<file path="config.mk">
export PLATFORM = sky130hd
export DESIGN_NAME = bse_merge
export DESIGN_NICKNAME = d
export VERILOG_FILES = /design/src/hw/rtl/bse_pkg.sv /design/src/hw/rtl/bse_merge.sv
export SDC_FILE = /design/constraint.sdc
export NUM_CORES = 1
export LEC_CHECK = 0
export ABC_AREA = 1
export BUFFER_PORTS_ARGS = -buffer_cell sky130_fd_sc_hd__buf_2
export CORE_AREA = 2 2 138 140
export CTS_BUF_LIST = sky130_fd_sc_hd__clkbuf_2 sky130_fd_sc_hd__clkbuf_4 sky130_fd_sc_hd__clkbuf_8
export CTS_CLUSTER_SIZE = 20
export DETAILED_ROUTE_END_ITERATION = 6
export DIE_AREA = 0 0 140 142
export PLACE_DENSITY = 0.71
export SYNTH_ARGS = -nofsm -noshare
export SYNTH_HDL_FRONTEND = slang
export SYNTH_SLANG_ARGS = --single-unit
export TNS_END_PERCENT = 1
</file>
<file path="constraint.sdc">
create_clock -name clk -period 6 [get_ports clk]
set_input_delay 1.2 -clock clk [delete_from_list [all_inputs] [get_ports clk]]
set_output_delay 1.2 -clock clk [all_outputs]
set_load 0.01 [all_outputs]
</file>
<file path="src/hw/rtl/bse_pkg.sv">
// bse_pkg: segment kind codes, the tangent and acceleration width and the pipeline advance struct
// shared by the bezier segment evaluator modules
// no dependencies
package bse_pkg;

  // segment kinds
  localparam logic [1:0] MODE_LINE  = 2'd0;
  localparam logic [1:0] MODE_QUAD  = 2'd1;
  localparam logic [1:0] MODE_CUBIC = 2'd2;
  localparam logic [1:0] MODE_NONE  = 2'd3;

  // fixed width of the tangent and acceleration results
  localparam int DERIV_WIDTH = 32;

  // per-stage load enables, driven by the top level flow control
  typedef struct packed {
    logic s1;
    logic s2;
    logic s3;
    logic s4;
  } bse_adv_t;

endpackage

</file>
<file path="src/hw/rtl/bse_merge.sv">
// bse_merge: output register that joins the x and y lanes, sets valid_res
// and zeroes the result of an unsupported kind
// depends on bse_pkg
module bse_merge #(
  parameter int W = 24
) (
  input  logic                                   clk,
  input  logic                                   rst_n,
  input  logic                                   in_vld,
  input  logic [1:0]                             in_mode,
  input  logic signed [W-1:0]                    x_pos,
  input  logic signed [W-1:0]                    y_pos,
  input  logic signed [bse_pkg::DERIV_WIDTH-1:0] x_tan,
  input  logic signed [bse_pkg::DERIV_WIDTH-1:0] y_tan,
  input  logic signed [bse_pkg::DERIV_WIDTH-1:0] x_acc,
  input  logic signed [bse_pkg::DERIV_WIDTH-1:0] y_acc,
  output logic                                   take,
  output logic                                   out_valid,
  input  logic                                   out_stall,
  output logic signed [W-1:0]                    out_pos_x,
  output logic signed [W-1:0]                    out_pos_y,
  output logic signed [bse_pkg::DERIV_WIDTH-1:0] out_tangent_x,
  output logic signed [bse_pkg::DERIV_WIDTH-1:0] out_tangent_y,
  output logic signed [bse_pkg::DERIV_WIDTH-1:0] out_accel_x,
  output logic signed [bse_pkg::DERIV_WIDTH-1:0] out_accel_y,
  output logic                                   out_valid_res
);
  import bse_pkg::*;

  logic out_valid_r;
  logic ok;

  assign take = !out_valid_r || !out_stall;
  assign ok   = (in_mode != MODE_NONE);

  always_ff @(posedge clk) begin
    if (!rst_n) begin
      out_valid_r <= 1'b0;
    end else if (take) begin
      out_valid_r <= in_vld;
    end
  end

  always_ff @(posedge clk) begin
    if (take) begin
      out_pos_x     <= ok ? x_pos : '0;
      out_pos_y     <= ok ? y_pos : '0;
      out_tangent_x <= ok ? x_tan : '0;
      out_tangent_y <= ok ? y_tan : '0;
      out_accel_x   <= ok ? x_acc : '0;
      out_accel_y   <= ok ? y_acc : '0;
      out_valid_res <= ok;
    end
  end

  assign out_valid = out_valid_r;

endmodule

</file>
# [After elaboration in Yosys (flattened, before gate mapping)]
# Index checks and enable logic that the tools add are counted.
[word_totals] out_inout_bits=179 ff_bits=178 inputBits=182 word_cells=12
[classes] eq_ne=1 n_reduce_logical=3
[op_table] cell="1-bit logical NOT" count=2
[op_table] cell="2-bit != test (second input constant)" count=1
[op_table] cell="1-bit logical OR" count=1

# [Depth between registers and ports, before layout]
# Gate-level depths: netlist (run 1).
[logic_depth] depth_word=2 mapped_depth=5

# [Worst setup path after synthesis (run 1)]
# OpenSTA, ideal clock, no wires.
[synth_timing] path_kind="input-to-output" start="in out_stall" end="out take" stages=1 path_slack_ns=-0.189 arrival_ns=4.989 path_buffers=0 path_cell_list="nand2_1"
[synth_via] elab_chain_len=2
[synth_lines] element="start, declared" line_no="bse_merge.sv:19" rtl="input logic out_stall,"
[synth_lines] element="1-bit logical NOT" line_no="bse_merge.sv:33" rtl="assign take = !out_valid_r || !out_stall;"
[synth_lines] element="1-bit logical OR" line_no="bse_merge.sv:33"
[synth_lines] element="end, declared" line_no="bse_merge.sv:17" rtl="output logic take,"
# Every way passes these cells.

# [Worst setup path in the final report (run 1)]
# Ends and elaborated chain as after synthesis.

==> flow_summary.ini, run 1 <==
[critical_path]
required_ns = 4.80
crit_path_end_kind = output port
worstPathMaxFanout = 119
crit_type = primary input to output port
cp-start-kind = primary input
regToRegEndpoint = out_pos_x[14]$_SDFFCE_PN0P_
reg2regPathDepth = 2
r2r-start = out_valid$_SDFFE_PN0P_
ff2ff_setup_slack_ns = 3.74
worstPathArrival_ns = 2.30

[synth]
synthTopCellsByArea = edfxtp_1 77%, inv_1 9.7%, nor2_1 9.6%
synth_edf_count = 177
synth_top_cell_area_share_pct = 77.5
synth-warning-count = 0
synth.cell_area_um2 = 6860
yosysUniqueCellTypes = 10
synthTopCellsByCount = 178 x inv_1, 177 x edfxtp_1, 176 x nor2_1, 12 x buf_6, 4 x buf_4
ys_ff_latch = 178
yosysSeqAreaShare_pct = 77.8
synth_flop_cell = edfxtp_1
yosysTopAreaCell = edfxtp_1
mappedNetlistNets = 737
async_flop_share_pct = 0
syn-instance-count = 555
yosysMostFrequentCell = inv_1
synth_area_per_cell_um2 = 12.4

[timing]
tns_ns = 0
fin_crit_sh_pct = 58.3
fin_worst_skew_ns = 0.0117
timing.fmax_mhz = 286
slew-limit-headroom_pct = 39.9
fin_crit_ns = 3.50
setup_viol = 0
rsz0062_at_grt = false
slew_viol_final = 0
worst_pin_slew_ns = 0.902
final_hold_viol_count = 0

[power_and_ir_drop]
peakVddDrop_uv = 124
p_leak_uw = 0.00486
powerDensity_nw_per_um2 = 285

[clock_tree]
numCtsBuffers = 17
hold_buffers = 0
clk_pin_slew_ns = 0.09
cts_resized = 0
cts_tree = done
htree_levels = 4
cts-root-buf = clkbuf_8
cts_buffer_depth = 2
clock-sinks = 178
cts_setup_buffers = 0
clk_latency_ns = 0.45

[global_routing]
grt.busiest_layer = met2
antenna_found_initial = 5
gr-total-overflow = 0
grt_pass1_vias = 4666
gr-usage-met1_pct = 16.2
grt_max_degree = 120
grt_pass1_wl_um = 23700
grt_use_met2_pct = 28.5
met3_usage_pct = 6.43
track_usage_pct = 15.6

[min_path]
worstHoldEndpoint = out_valid$_SDFFE_PN0P_
min-delay-start = rst_n
hold_path_depth = 3
min_path_type = primary input to flip-flop

[finish]
n_fill_cell = 1726
nets = 1099
area_delta_synth_final_pct = 33.9
drive_gt1_share_pct = 42.4
finish.utilization_pct = 49.8
postLayoutCellArea_um2 = 9180

[drt]
wl_per_cell_um = 14.0
vias = 4808
wl_um = 16300
first_iter_violations = 244
ant_nets = 0
drc = 26
avgViaCountPerCell = 4.13
firstDrtPassIters = 7

[floorplan]
io_pins = 361
die_w_um = 140
die_y_um = 142
start_util_pct = 37.2
dieArea_um2 = 19900
core_um2 = 18500
fp-row-count = 50

[placed_design]
post-dp-hpwl_um = 11800
dpl_cell_area_um2 = 8810
routabilityCongestion = 0.760
portBuffers = 360

[outcome]
run_status = finished, violations left
violations = design-rule violations

[flow_run]
cap_violations = 0
## registers in the layout, indices dropped and copies added, names as in the netlist
register	count
out_pos_y	24
out_valid	1
out_accel_y	32
out_accel_x	32
out_tangent_x	32
out_pos_x	24
out_tangent_y	32
out_valid_res	1
## critical path, cell delays in order
cell,delay [ns]
buf_2,0.13
nand2_8,0.62
buf_2,0.27
## layer usage
layer  up-vias  share of wire [%]
met1      2177                 36
met3        32                8.2
met4         6                2.0
met5         -               0.23
met2       206                 53
li1       2387                  -
## kinds of logic (layout without fill, tap and decap cells)
kind of cell,count (synthesis),in the layout,synth area share (%)
AO/OA/AOI/OAI,1,1,0.0729
flip-flops,178,178,77.8
other,0,1,0
AND/OR/NAND/NOR,178,178,9.74
buffers and inverters,198,573,12.4
## per-stage QoR
stage,total power [uW],hold slack (ns),setup WS (ns),cells
finish,2620,0.964,2.50,1165
global route,2730,0.946,2.44,1165
CTS,2650,0.925,2.51,1164
detailed placement,1870,1.21,2.51,1132
global placement,1860,1.17,2.54,1132
floorplan,1690,1.31,1.47,555
## final cells by class
type | count | area (um^2) | area share (%)
Sequential cell | 178 | 5340 | 58.1
Antenna cell | 1 | 2.50 | 0.0272
Timing Repair Buffer | 362 | 1820 | 19.8
Tap cell | 234 | 293 | 3.19
Clock buffer | 18 | 241 | 2.63
Inverter | 179 | 677 | 7.37
Multi-Input combinational cell | 179 | 689 | 7.51
Clock inverter | 14 | 129 | 1.40
## worst max path at each step
stage	to	slack, ns	cells after the start	from
2_1_floorplan	take	1.47	1	out_stall
3_3_place_gp	take	2.54	3	out_stall
3_5_place_dp	take	2.51	3	out_stall
4_1_cts	take	2.51	3	out_stall
5_1_grt	take	2.44	3	out_stall
6_report	take	2.50	3	out_stall
## cells in the final DEF (no fill, tap or decap)
cell type / n
clkinv_1: 2
buf_4: 2
clkinv_4: 1
nand2_1: 1
clkinvlp_4: 5
inv_1: 178
clkinv_2: 1
inv_8: 2
diode_2: 1
bufinv_16: 1
nand2_8: 1
nor2_1: 176
edfxtp_1: 177
dfxtp_1: 1
clkbuf_8: 17
clkbuf_4: 1
buf_2: 360
a21oi_1: 1
inv_6: 3
## power breakdown
part | total [uW] | switching, uW | leakage, uW | internal, uW
combinational | 322 | 188 | 0.00277 | 134
clock | 784 | 446 | 0.000174 | 338
sequential | 1510 | 25.2 | 0.00192 | 1490
total | 2620 | 659 | 0.00486 | 1960
(Power assumes the default switching activity.)
==> run 2: changes to the inputs <==
Clock period 6 ns to 2.9 ns, I/O delays scaled along.
==> run 2 against run 1 <==
Net effect: the flow still finishes with violations (design-rule violations); sequential share of layout area decreased by 0.50 points; routed wire length down 0.27%; critical endpoint unchanged; worst setup slack worse by 1.5 ns; hold slack lost 0.63 ns; global-route usage is 0.18 points higher.
==> flow_summary.ini, run 2 (synthesis gave the netlist of run 1 again) <==
[timing]
rsz0062_at_grt = false
slew_viol_final = 0
final_hold_viol_count = 0
setup_viol = 0
worst_pin_slew_ns = 0.564
holdWs_ns = 0.335
tns_ns = 0
fin_crit_ns = 1.87
fin_crit_sh_pct = 64.6
timing.fmax_mhz = 534
fin_worst_skew_ns = 0.0139
slew-limit-headroom_pct = 62.4

[drt]
wl_um = 16200
firstDrtPassIters = 7
ant_nets = 0
vias = 4776
avgViaCountPerCell = 4.10
wl_per_cell_um = 13.9
first_iter_violations = 247
drc = 27

[critical_path]
crit_path_end_kind = output port
critPathTopFamily = flip-flops
worstPathMaxFanout = 25
cp-start-kind = flip-flop
crit_type = flip-flop to output port
reg2regPathDepth = 2
crit_buf_inv = 1
path_cells = nand2_8 -> buf_2
worstPathArrival_ns = 1.29
cpPeakStageDelay_ns = 0.45
critPathSlowestCell = dfxtp_1
crit_cells = 2
required_ns = 2.32

[floorplan]
die_w_um = 140
start_util_pct = 37.2
fp-row-count = 50
die_y_um = 142
dieArea_um2 = 19900
io_pins = 361
core_um2 = 18500

[power_and_ir_drop]
total_power_uw = 5500
power_frac_seq_pct = 56.8
p_leak_uw = 0.00491
clkPwrFrac_pct = 30.9
powerDensity_nw_per_um2 = 594
switching_power_uw = 1360
p_comb_share_pct = 12.3
netSwitchingFraction_pct = 24.7
intPower_uw = 4150
peakVddDrop_uv = 272

[finish]
seq_area_um2 = 5340
antenna_cells = 0
postLayoutCellArea_um2 = 9260
nets = 1102
multi_input_area_um2 = 689
n_fill_cell = 1687
stdcell_count = 1166
mostFrequentLayoutCells = 360 x buf_2, 178 x inv_1, 177 x edfxtp_1
final_common_cell = buf_2
area_delta_synth_final_pct = 35.0
drive_gt1_share_pct = 42.7

[placed_design]
portBuffers = 360
dpl_cell_area_um2 = 8870
routabilityCongestion = 0.828
dp.cells = 1135
post-dp-hpwl_um = 12000

[global_routing]
track_usage_pct = 15.8
grt_pass1_vias = 4795
grt_pass1_wl_um = 23800
gr-total-overflow = 0
antenna_found_initial = 0
grt_max_degree = 87

[clock_tree]
clk_pin_slew_ns = 0.10
cts_resized = 0
cts_setup_buffers = 0
clock-sinks = 178
cts_tree = done
clk_latency_ns = 0.44
htree_levels = 4
cts_buffer_depth = 2
numCtsBuffers = 17
hold_buffers = 0
cts-root-buf = clkbuf_8

[min_path]
min_path_type = primary input to flip-flop
hold_path_depth = 3

[outcome]
run_status = finished, violations left
violations = design-rule violations

[flow_run]
cap_violations = 0
-- run 2: path summary, 6_finish.rpt --
check	slack, ns	start	to
setup / recovery	1.03	out_valid$_SDFFE_PN0P_	take
setup reg to reg	1.38	out_valid$_SDFFE_PN0P_	out_accel_x[6]$_SDFFCE_PN0P_
hold reg to reg	0.76	out_valid$_SDFFE_PN0P_	out_tangent_y[7]$_SDFFCE_PN0P_
hold / removal	0.33	rst_n	out_valid$_SDFFE_PN0P_
-- run 2: area by class of cell --
| class | count | share of cell area (%) |
|---|---|---|
| clock buffer | 18 | 2.61 |
| clock inverter | 13 | 1.63 |
| inverter | 179 | 7.31 |
| multi-input combinational | 179 | 7.44 |
| sequential | 178 | 57.6 |
| tap | 234 | 3.16 |
| timing repair buffer | 365 | 20.3 |
-- run 2: routing by layer --
layer	wire length, um	GRT usage (%)	vias to the layer above
met5	0	0	-
met3	1310	5.45	30
li1	-	-	2391
met1	5970	16.3	2143
met4	493	8.93	0
met2	8480	28.2	212
-- run 2: power groups by stage --
stage | Sequential, uW | Clock (uW) | Combinational [uW]
after floorplan | 3310 | 0 | 186
after global placement | 3180 | 0 | 674
after detailed placement | 3180 | 0 | 686
after CTS | 3130 | 1770 | 688
after global routing | 3140 | 1860 | 743
final | 3120 | 1700 | 676
-- run 2: worst register-to-register path: stages (launching register included) --
cell	delay, ns
dfxtp_1	0.38
nand2_8	0.20
buf_4	0.55
-- run 2: stage by stage --
stage	setup WS [ns]	utilization (%)
5_1_grt	0.930	50.2
6_report	1.03	50.2
4_1_cts	0.967	50.2
3_3_place_gp	1.07	48.1
2_1_floorplan	0.529	-
3_5_place_dp	1.06	48.1
==> run 3: changes to the inputs <==
Settings changed: PLACE_DENSITY 0.71 to 0.68.
Clock period 2.9 ns to 1.8 ns, I/O delays scaled along.
==> run 3 against run 2 <==
Net effect: the run still ends with design-rule violations left; worst setup slack worse by 0.86 ns; final cell count rose by 0.86%; critical endpoint unchanged; clock skew increased by 0.0049 ns; largest cell class unchanged; highest routed layer is now met5; largest power group unchanged; register-to-register slack got worse by 0.81 ns; die area did not move.
==> flow_summary.ini, run 3 (synthesis gave the netlist of run 1 again) <==
[outcome]
run_status = finished, violations left
violations = design-rule violations

[finish]
final_common_cell = buf_2
nets = 1113
area_delta_synth_final_pct = 37.1
mostFrequentLayoutCells = 360 x buf_2, 178 x inv_1, 177 x edfxtp_1
multi_input_area_um2 = 701
stdcell_count = 1176
drive_gt1_share_pct = 43.4
postLayoutCellArea_um2 = 9400
seq_area_um2 = 5340
n_fill_cell = 1655
antenna_cells = 0

[global_routing]
gr-usage-met1_pct = 19.2
track_usage_pct = 16.7
grt_max_degree = 56
met3_usage_pct = 5.62
gr-total-overflow = 0
grt_pass1_vias = 4751
antenna_found_initial = 1
grt.busiest_layer = met2
grt_use_met2_pct = 29.0
grt_pass1_wl_um = 25200

[drt]
first_iter_violations = 266
drc = 23
ant_nets = 0
wl_per_cell_um = 14.5
avgViaCountPerCell = 4.18
vias = 4916
wl_um = 17100
firstDrtPassIters = 7

[min_path]
min_path_type = primary input to flip-flop
hold_path_depth = 3

[power_and_ir_drop]
peakVddDrop_uv = 451
p_leak_uw = 0.00498
powerDensity_nw_per_um2 = 978

[timing]
slew-limit-headroom_pct = 79.8
tns_ns = 0
fin_crit_ns = 1.63
timing.fmax_mhz = 613
fin_worst_skew_ns = 0.0188
holdWs_ns = 0.126
final_hold_viol_count = 0
fin_ws_ns = 0.168
rsz0062_at_grt = false
fin_crit_sh_pct = 90.7
slew_viol_final = 0
worst_pin_slew_ns = 0.303
setup_viol = 0

[critical_path]
worstPathMaxFanout = 19
cpPeakStageDelay_ns = 0.46
cp-start-kind = flip-flop
crit_path_end_kind = output port
worstPathArrival_ns = 1.27
crit_type = flip-flop to output port
path_cells = nand2_8 -> buf_2
critPathSlowestCell = dfxtp_2
required_ns = 1.44
reg2regPathDepth = 2

[floorplan]
dieArea_um2 = 19900
die_w_um = 140
io_pins = 361
start_util_pct = 37.2
die_y_um = 142
fp-row-count = 50
core_um2 = 18500

[placed_design]
post-dp-hpwl_um = 12500
routabilityCongestion = 0.795
post-place-ws_ns = 0.348
portBuffers = 360
dpl_cell_area_um2 = 8960
dp.cells = 1145

[clock_tree]
htree_levels = 4
cts_buffer_depth = 2
clk_pin_slew_ns = 0.10
cts_tree = done
hold_buffers = 0
numCtsBuffers = 17
cts-root-buf = clkbuf_8
clock-sinks = 178
clk_latency_ns = 0.44

[flow_run]
cap_violations = 0
## run 3: final cells by class
type | count | area share (%)
Clock buffer | 17 | 2.49
Clock inverter | 13 | 2.10
Inverter | 179 | 7.20
Multi-Input combinational cell | 180 | 7.45
Sequential cell | 178 | 56.8
Tap cell | 234 | 3.11
Timing Repair Buffer | 375 | 20.9
## run 3: stage by stage
stage	total power (uW)	utilization (%)
final	9190	50.9
after CTS	9280	50.9
after global routing	9560	50.9
after global placement	6220	48.5
after detailed placement	6260	48.5
after floorplan	5630	-
## run 3: worst paths after layout
kind	startpoint	to	slack [ns]
worst min-delay path	rst_n	out_valid$_SDFFE_PN0P_	0.13
worst max register to register	out_valid$_SDFFE_PN0P_	out_tangent_y[20]$_SDFFCE_PN0P_	0.57
worst min register to register	out_valid$_SDFFE_PN0P_	out_pos_y[1]$_SDFFCE_PN0P_	0.78
worst max-delay path	out_valid$_SDFFE_PN0P_	take	0.17
## run 3: report_power, final
part,internal (uW),total (uW),switching [uW]
clock,1530,3040,1510
combinational,475,1120,642
sequential,4950,5030,88.4
## run 3: critical path: cells and delay by family (launching register included)
| family | cells | cell delay, ns |
|---|---|---|
| buffers and inverters | 1 | 0.19 |
| DFF | 1 | 0.46 |
| and+or+nand+nor | 1 | 0.17 |
## run 3: metal layers
metal	vias up	routed length, um
li1	2419	-
met1	2252	6750
met2	214	8660
met5	-	11
met3	29	1240
met4	2	401
## run 3: timing repair
item,in CTS,in global routing
resized for setup,1,0
buffers inserted,0,0
setup endpoints to repair,1,0
